## src/hdl/tfcd_pkg.sv

```systemverilog
// Package holding the shared types and constants of the trailer-framed CRC-16 deframer.
package tfcd_pkg;

    // Window geometry and frame layout.
    localparam int WinLen    = 20;
    localparam int CrcSpan   = 18;
    localparam int WinIdxW   = $clog2(WinLen);
    localparam int MarkPosA  = 16;
    localparam int MarkPosB  = 17;
    localparam int CrcLoPos  = 18;
    localparam int CrcHiPos  = 19;

    // CRC-16 parameters: polynomial 0x1021, preset 0xFFFF, MSB first, no final XOR.
    localparam logic [15:0] CrcPoly  = 16'h1021;
    localparam logic [15:0] CrcInit  = 16'hFFFF;
    localparam logic [7:0]  MarkByte = 8'h5A;

    // Result payload width: header, sequence, idle count, status, X, Y.
    localparam int OutDataW = 128;

    // Controller states.
    typedef enum logic [1:0] {
        ST_IDLE,
        ST_CRC,
        ST_CHECK
    } t_state;

    // Commands from the controller to the datapath.
    typedef struct packed {
        logic shift;     // shift the accepted byte into the window
        logic crc_init;  // preset the CRC and clear the byte counter
        logic crc_step;  // fold one window byte into the CRC
        logic load_out;  // capture the frame fields into the output register
    } t_cmd;

    // Status from the datapath to the controller.
    typedef struct packed {
        logic crc_last;  // the current step folds the last covered byte
        logic frame_ok;  // markers and CRC both match
        logic out_busy;  // a result is held and not taken this cycle
    } t_stat;

endpackage

```

## src/hdl/tfcd_datapath.sv

```systemverilog
// Datapath: byte window, byte-serial CRC-16 unit, frame check and output register.
module tfcd_datapath (
    input  logic                          i_clk,
    input  logic                          i_rst_n,
    input  tfcd_pkg::t_cmd                i_cmd,
    output tfcd_pkg::t_stat               o_stat,
    input  logic [7:0]                    i_rx_byte,
    input  logic                          i_m_tready,
    output logic                          o_m_tvalid,
    output logic [tfcd_pkg::OutDataW-1:0] o_m_tdata
);

    // Fold one byte into the CRC, one bit per inner step, MSB first.
    function automatic logic [15:0] crc_byte(input logic [15:0] crc_in, input logic [7:0] data);
        logic [15:0] c;
        c = crc_in ^ {data, 8'h00};
        for (int b = 0; b < 8; b++) begin
            if (c[15]) begin
                c = {c[14:0], 1'b0} ^ tfcd_pkg::CrcPoly;
            end else begin
                c = {c[14:0], 1'b0};
            end
        end
        return c;
    endfunction

    logic [7:0]                     r_win [tfcd_pkg::WinLen];
    logic [15:0]                    r_crc;
    logic [15:0]                    n_crc;
    logic [tfcd_pkg::WinIdxW-1:0]   r_idx;
    logic [tfcd_pkg::WinIdxW-1:0]   n_idx;
    logic                           r_out_valid;
    logic                           n_out_valid;
    logic [tfcd_pkg::OutDataW-1:0]  r_out_data;
    logic [15:0]                    sent_crc;

    // Window shifts toward position zero; the newest byte enters at the top.
    always_ff @(posedge i_clk) begin
        if (!i_rst_n) begin
            for (int i = 0; i < tfcd_pkg::WinLen; i++) begin
                r_win[i] <= 8'h00;
            end
        end else if (i_cmd.shift) begin
            for (int i = 0; i < tfcd_pkg::WinLen - 1; i++) begin
                r_win[i] <= r_win[i+1];
            end
            r_win[tfcd_pkg::WinLen-1] <= i_rx_byte;
        end
    end

    // CRC accumulator and byte counter, one window byte per step.
    always_comb begin
        n_crc = r_crc;
        n_idx = r_idx;
        if (i_cmd.crc_init) begin
            n_crc = tfcd_pkg::CrcInit;
            n_idx = '0;
        end else if (i_cmd.crc_step) begin
            n_crc = crc_byte(r_crc, r_win[r_idx]);
            n_idx = r_idx + 1'b1;
        end
    end

    always_ff @(posedge i_clk) begin
        if (!i_rst_n) begin
            r_crc <= tfcd_pkg::CrcInit;
            r_idx <= '0;
        end else begin
            r_crc <= n_crc;
            r_idx <= n_idx;
        end
    end

    // Frame check against the little-endian trailer and the two marker bytes.
    assign sent_crc = {r_win[tfcd_pkg::CrcHiPos], r_win[tfcd_pkg::CrcLoPos]};

    assign o_stat.crc_last = (r_idx == tfcd_pkg::WinIdxW'(tfcd_pkg::CrcSpan - 1));
    assign o_stat.frame_ok = (r_win[tfcd_pkg::MarkPosA] == tfcd_pkg::MarkByte) &&
                             (r_win[tfcd_pkg::MarkPosB] == tfcd_pkg::MarkByte) &&
                             (sent_crc == r_crc);
    assign o_stat.out_busy = r_out_valid && !i_m_tready;

    // Output register: holds one result until its transfer completes.
    always_comb begin
        if (i_cmd.load_out) begin
            n_out_valid = 1'b1;
        end else if (r_out_valid && !i_m_tready) begin
            n_out_valid = 1'b1;
        end else begin
            n_out_valid = 1'b0;
        end
    end

    always_ff @(posedge i_clk) begin
        if (!i_rst_n) begin
            r_out_valid <= 1'b0;
        end else begin
            r_out_valid <= n_out_valid;
        end
    end

    always_ff @(posedge i_clk) begin
        if (i_cmd.load_out) begin
            r_out_data <= {r_win[12], r_win[13], r_win[14], r_win[15],
                           r_win[8],  r_win[9],  r_win[10], r_win[11],
                           r_win[7],
                           r_win[3],  r_win[4],  r_win[5],  r_win[6],
                           r_win[2],
                           r_win[0],  r_win[1]};
        end
    end

    assign o_m_tvalid = r_out_valid;
    assign o_m_tdata  = r_out_data;

endmodule

```

## src/hdl/tfcd_ctrl.sv

```systemverilog
// Controller: sequences byte intake, the CRC pass and the frame decision.
module tfcd_ctrl (
    input  logic             i_clk,
    input  logic             i_rst_n,
    input  logic             i_s_tvalid,
    output logic             o_s_tready,
    input  tfcd_pkg::t_stat  i_stat,
    output tfcd_pkg::t_cmd   o_cmd
);

    tfcd_pkg::t_state r_state;
    tfcd_pkg::t_state n_state;

    // State register.
    always_ff @(posedge i_clk) begin
        if (!i_rst_n) begin
            r_state <= tfcd_pkg::ST_IDLE;
        end else begin
            r_state <= n_state;
        end
    end

    // Next state.
    always_comb begin
        n_state = r_state;
        case (r_state)
            tfcd_pkg::ST_IDLE: begin
                if (i_s_tvalid) begin
                    n_state = tfcd_pkg::ST_CRC;
                end
            end
            tfcd_pkg::ST_CRC: begin
                if (i_stat.crc_last) begin
                    n_state = tfcd_pkg::ST_CHECK;
                end
            end
            tfcd_pkg::ST_CHECK: begin
                // A good frame waits here while the previous result is still held.
                if (!i_stat.frame_ok || !i_stat.out_busy) begin
                    n_state = tfcd_pkg::ST_IDLE;
                end
            end
            default: begin
                n_state = tfcd_pkg::ST_IDLE;
            end
        endcase
    end

    // Outputs and datapath commands.
    always_comb begin
        o_s_tready     = 1'b0;
        o_cmd          = '0;
        case (r_state)
            tfcd_pkg::ST_IDLE: begin
                o_s_tready     = 1'b1;
                o_cmd.shift    = i_s_tvalid;
                o_cmd.crc_init = i_s_tvalid;
            end
            tfcd_pkg::ST_CRC: begin
                o_cmd.crc_step = 1'b1;
            end
            tfcd_pkg::ST_CHECK: begin
                o_cmd.load_out = i_stat.frame_ok && !i_stat.out_busy;
            end
            default: begin
                o_s_tready = 1'b0;
            end
        endcase
    end

endmodule

```

## src/hdl/trailer_framed_crc16_deframer.sv

```systemverilog
// Top level of the trailer-framed CRC-16 deframer: controller, datapath and checks.
//
//  Channel   Direction  Payload
//  s_axis    in         tdata[7:0] rx_byte
//  m_axis    out        tdata[127:0] header_word, sequence_byte, idle_count,
//                       status_byte, x_word, y_word (lowest bits first)
//
// Each accepted byte is first shifted into the window; the byte-serial CRC unit then
// runs over window bytes 0 to 17, and the frame decision follows.
// The CRC unit folds one byte per cycle.
// Reset is synchronous and clears the window to zeros; no clearing pass is needed.
// A good frame is held in the output register; if a previous result is still
// waiting there, the decision step stalls until that transfer completes.
module trailer_framed_crc16_deframer (
    input  logic                          i_clk,
    input  logic                          i_rst_n,
    input  logic                          i_s_axis_tvalid,
    output logic                          o_s_axis_tready,
    input  logic [7:0]                    i_s_axis_tdata,  // [7:0] rx_byte
    output logic                          o_m_axis_tvalid,
    input  logic                          i_m_axis_tready,
    // [15:0] header_word, [23:16] sequence_byte, [55:24] idle_count,
    // [63:56] status_byte, [95:64] x_word, [127:96] y_word
    output logic [tfcd_pkg::OutDataW-1:0] o_m_axis_tdata
);

    tfcd_pkg::t_cmd  cmd;
    tfcd_pkg::t_stat stat;

    tfcd_ctrl u_ctrl (
        .i_clk      (i_clk),
        .i_rst_n    (i_rst_n),
        .i_s_tvalid (i_s_axis_tvalid),
        .o_s_tready (o_s_axis_tready),
        .i_stat     (stat),
        .o_cmd      (cmd)
    );

    tfcd_datapath u_datapath (
        .i_clk      (i_clk),
        .i_rst_n    (i_rst_n),
        .i_cmd      (cmd),
        .o_stat     (stat),
        .i_rx_byte  (i_s_axis_tdata),
        .i_m_tready (i_m_axis_tready),
        .o_m_tvalid (o_m_axis_tvalid),
        .o_m_tdata  (o_m_axis_tdata)
    );

    // An accepted byte keeps the intake closed while its frame check runs.
    a_busy_after_accept: assert property (@(posedge i_clk) disable iff (!i_rst_n)
        (i_s_axis_tvalid && o_s_axis_tready) |=> !o_s_axis_tready)
        else $error("input accepted during a frame check");

    // A new result never overwrites one that is still waiting.
    a_no_overwrite: assert property (@(posedge i_clk) disable iff (!i_rst_n)
        cmd.load_out |-> !(o_m_axis_tvalid && !i_m_axis_tready))
        else $error("pending result overwritten");

    // A result appears only after a capture command.
    a_valid_from_load: assert property (@(posedge i_clk) disable iff (!i_rst_n)
        $rose(o_m_axis_tvalid) |-> $past(cmd.load_out))
        else $error("result raised without a capture");

    // The window never shifts during the CRC pass.
    a_no_shift_in_crc: assert property (@(posedge i_clk) disable iff (!i_rst_n)
        cmd.crc_step |-> !cmd.shift)
        else $error("window shifted during CRC pass");

endmodule
```

## config.mk

```make
export PLATFORM = sky130hd
export DESIGN_NAME = trailer_framed_crc16_deframer
export DESIGN_NICKNAME = d
export VERILOG_FILES = /design/src/hdl/tfcd_pkg.sv /design/src/hdl/tfcd_datapath.sv /design/src/hdl/tfcd_ctrl.sv /design/src/hdl/trailer_framed_crc16_deframer.sv
export SDC_FILE = /design/constraint.sdc
export NUM_CORES = 1
export LEC_CHECK = 0
export BUFFER_PORTS_ARGS = -buffer_cell sky130_fd_sc_hd__buf_2
export CORE_MARGIN = 2
export CORE_UTILIZATION = 50
export CTS_CLUSTER_SIZE = 16
export DETAILED_ROUTE_END_ITERATION = 7
export PLACE_DENSITY = 0.77
export SLEW_MARGIN = 15
export SYNTH_ARGS = -nofsm -noshare
export SYNTH_HDL_FRONTEND = slang
export SYNTH_SLANG_ARGS = --single-unit
```

## constraint.sdc

```tcl
create_clock -name i_clk -period 12.51 [get_ports i_clk]
set_clock_uncertainty 0.05 [all_clocks]
set_input_delay 0 -clock i_clk [delete_from_list [all_inputs] [get_ports i_clk]]
set_output_delay 0 -clock i_clk [all_outputs]
set_load 0.05 [all_outputs]
```

==> results.md <==
* Run status: finished, final reports clean
* Initial DRC count at around 570
* Leakage power at 5.49 nW
* I/O Pins at approximately 140
* Synthesis-stage register bit count at 317
* Register share of total power at a little over half
* EDFF count, synth at approximately 290
* Avg Inst Size Synth at between 15 and 20 um^2
* Hold wc startpoint: i_rst_n
* Fillers at 1934
* R2R depth at 8
* Largest net degree at the start of global routing at between 100 and 150
* Max-slew headroom at ~38%
* Critical path arrival at roughly 3900 ps
* Vias at about 7000
* RR Endpoint: u_datapath.r_crc[7]$_SDFFE_PP1P_
* Hold endpoint: u_ctrl.r_state[1]$_SDFFE_PN0P_
* Num rows at 58
* Post-layout util at between 50% and 60%
* H-tree lvl count at 1
* Crit path kind: reg2reg
* Crit Path Max Fanout at 29
* Final min period at 3480 ps
* Mapped Nets at 792
* Final Max Tran Viols at 0
* Setup_tns at 0 ps
* Core area at around 25000 um^2
* Area grow syn2layout at 17.1%
* Final setup violation count at 0
* Routed len/inst at approximately 20 um
* Clock sink count at 317
* Synth warnings at 0
* Drc violations at 0
* Max Cap Viol at 0
* Commonest cells after routing, fill and taps aside: edfxtp_1, and2_1, buf_2, clkbuf_16, dfxtp_1
* Slew @ Worst Pin at a little over 900 ps
* P_int at ~1.8 mW
* Clock Root Buffer: clkbuf_16
* Combinational fraction of design power at 7.5%
* Die Area at between 20000 and 30000 um^2
* Fmax at around 290 MHz
* Worst min path class: in2reg
* Final RePlAce weighted congestion at around 0.84
* Clk buf depth at 3
* R2r setup slk at roughly 9000 ps
* Layout cells sized above 1 at between 20 and 30%
* Area contributors post-synth: edfxtp_1, and2_1, dfxtp_1
* Ant diodes at 0
* Global-route congestion overflow total at 0
* DP Worst Slack at roughly 9000 ps
* Kind of end point of the critical path: flip-flop
* Worst path required time at approximately 13000 ps
* Hold Fails Final Rpt at 0
* Drt via density at between 5 and 6
* Most common cell after layout, fill and taps aside: edfxtp_1
* Final instance area at 14900 um^2
* Max IR drop VDD at between 0.1 and 0.15 mV
* Antenna violations before repair at 0
* Async S/R FF share, synth at 0%
* Antenna Nets Post-Route at 0
* RSZ-0062 raised after global routing: false
* CTS resizes at 0
* First-pass DRT Iterations at 7
* Area leader, netlist: edfxtp_1
* Port Buffers at approximately 140
* Clock Latency Late Sink at 560 ps
* Netlist Area Pre-Place at around 13000 um^2
* Placed Area at 13700 um^2
* Clock transition at path regs at 60 ps
* Die Width at 164 um
* Final worst-path cycle share at around 28%
* Hold depth at 3
* Sw Share at between 20% and 30%
* Vias in the first global route at approximately 6700
* Final setup margin at 9030 ps
* Post-Syn Instances at 778
* CTS tree: done
* Seq/Total Area, Yosys at between 70% and 80%
* Post-synth cell types at 55
* Post-DP HPWL at about 17000 um
* Worst setup SP type: flip-flop
* Share of the synthesized area in the top cell type at between 60% and 70%
* Synth Flop Type: edfxtp_1
* Psw at roughly 0.54 mW
* GRT Total Usage at between 10% and 20%
* Clock Power Share at approximately 40%
* WL final at 25800 um
* Die Ht at 164 um
* CTS Buf Count at 31
* First-pass GRT wire length at 38700 um
* Initial Utilization at approximately 50%
* Power density cells at roughly 160 nW/um^2
* Final nets at between 900 and 1000
==> per-stage QoR <==
step,power (mW),hold WS [ps],std cells
global route,2.47,383,1293
detailed placement,1.47,239,1214
finish,2.38,357,1293
global placement,1.47,236,1214
CTS,2.40,346,1293
floorplan,1.42,113,778
==> routing by layer <==
| layer | vias to the layer above | routed length (um) | track usage, % |
|---|---|---|---|
| met5 | - | 0 | 0 |
| met4 | 0 | 665 | 6.34 |
| met3 | 38 | 1530 | 3.17 |
| li1 | 3211 | - | - |
| met1 | 3503 | 11200 | 27.0 |
| met2 | 245 | 12400 | 30.2 |
==> worst max-delay path by stage <==
stage / start / to / slack (ps) / cells after the start
floorplan: u_datapath.r_crc[11]$_SDFFE_PP1P_ / u_datapath.o_m_tdata[0]$_DFFE_PP_ / 5170 / 5
global placement: flip-flop / u_datapath.r_crc[7]$_SDFFE_PP1P_ / 9060 / 8
detailed placement: flip-flop / u_datapath.r_crc[14]$_SDFFE_PP1P_ / 8990 / 8
CTS: flip-flop / u_datapath.r_crc[7]$_SDFFE_PP1P_ / 8970 / 8
global route: u_datapath.r_win[16][7]$_SDFFCE_PN0P_ / u_datapath.o_m_tdata[16]$_DFFE_PP_ / 8700 / 6
finish: flip-flop / u_datapath.r_crc[7]$_SDFFE_PP1P_ / 9030 / 8
==> synth_stat cells, types with 3 or more instances <==
| library cell | n |
|---|---|
| and3_1 | 3 |
| xnor2_1 | 23 |
| dfxtp_1 | 29 |
| a22oi_1 | 4 |
| nand4_1 | 6 |
| nand3_1 | 8 |
| buf_6 | 6 |
| a2111oi_0 | 4 |
| edfxtp_1 | 288 |
| a211oi_1 | 3 |
| mux2_2 | 13 |
| o21ai_1 | 3 |
| a21oi_1 | 11 |
| nor2b_1 | 13 |
| nand2_1 | 21 |
| nor2_1 | 14 |
| buf_2 | 3 |
| mux4_2 | 22 |
| mux2i_1 | 25 |
| o211ai_1 | 5 |
| nor4_1 | 5 |
| or3_1 | 3 |
| nand2b_1 | 4 |
| o21ai_0 | 7 |
| o22ai_1 | 5 |
| xor2_1 | 21 |
| and2_1 | 165 |
| clkbuf_1 | 27 |
==> critical path, stage by stage (launching register included) <==
cell and delay (ps):
dfxtp_2 780, buf_4 500, mux4_2 550, mux2_2 310, a221oi_4 300, xnor3_1 300
xnor2_2 250, xor2_1 190, o21ai_1 80
==> what timing repair did <==
item,in CTS,in global routing
hold buffers,21,0
buffers inserted,0,0
endpoints found under the hold margin,19,0
==> registers in the layout, summed over array words and instances (netlist names), named ones only <==
name / flops
u_ctrl.r_state: 2
u_datapath.o_m_tdata: 128
u_datapath.o_m_tvalid: 1
u_datapath.r_crc: 16
u_datapath.r_idx: 5
u_datapath.r_win: 160
==> area by class of cell <==
| type | count | area, um^2 | area share (%) |
|---|---|---|---|
| Clock buffer | 38 | 802 | 5.37 |
| Clock inverter | 20 | 209 | 1.40 |
| Inverter | 3 | 16.3 | 0.109 |
| Multi-Input combinational cell | 417 | 3290 | 22.1 |
| Sequential cell | 317 | 9230 | 61.9 |
| Tap cell | 330 | 413 | 2.77 |
| Timing Repair Buffer | 168 | 961 | 6.44 |
==> power by group through the flow <==
stage,clock network (mW),logic [mW],registers (mW)
after floorplan,0,0.149,1.27
after global placement,0,0.170,1.30
after detailed placement,0,0.174,1.30
after CTS,0.944,0.181,1.28
after global routing,0.985,0.197,1.28
final,0.926,0.179,1.28
==> kinds of logic (layout without fill, tap and decap cells) <==
logic type,count (synthesis),in the layout,synth area share (%)
xor gates and xnor gates,46,46,3.33
AOI/OAI and AO/OA,57,57,3.43
adders and majority gates,2,2,0.196
muxes,60,60,7.00
buffers and inverters,44,229,1.84
and+or+nand+nor,252,252,11.8
DFF,317,317,72.4
(Power assumes the default switching activity.)
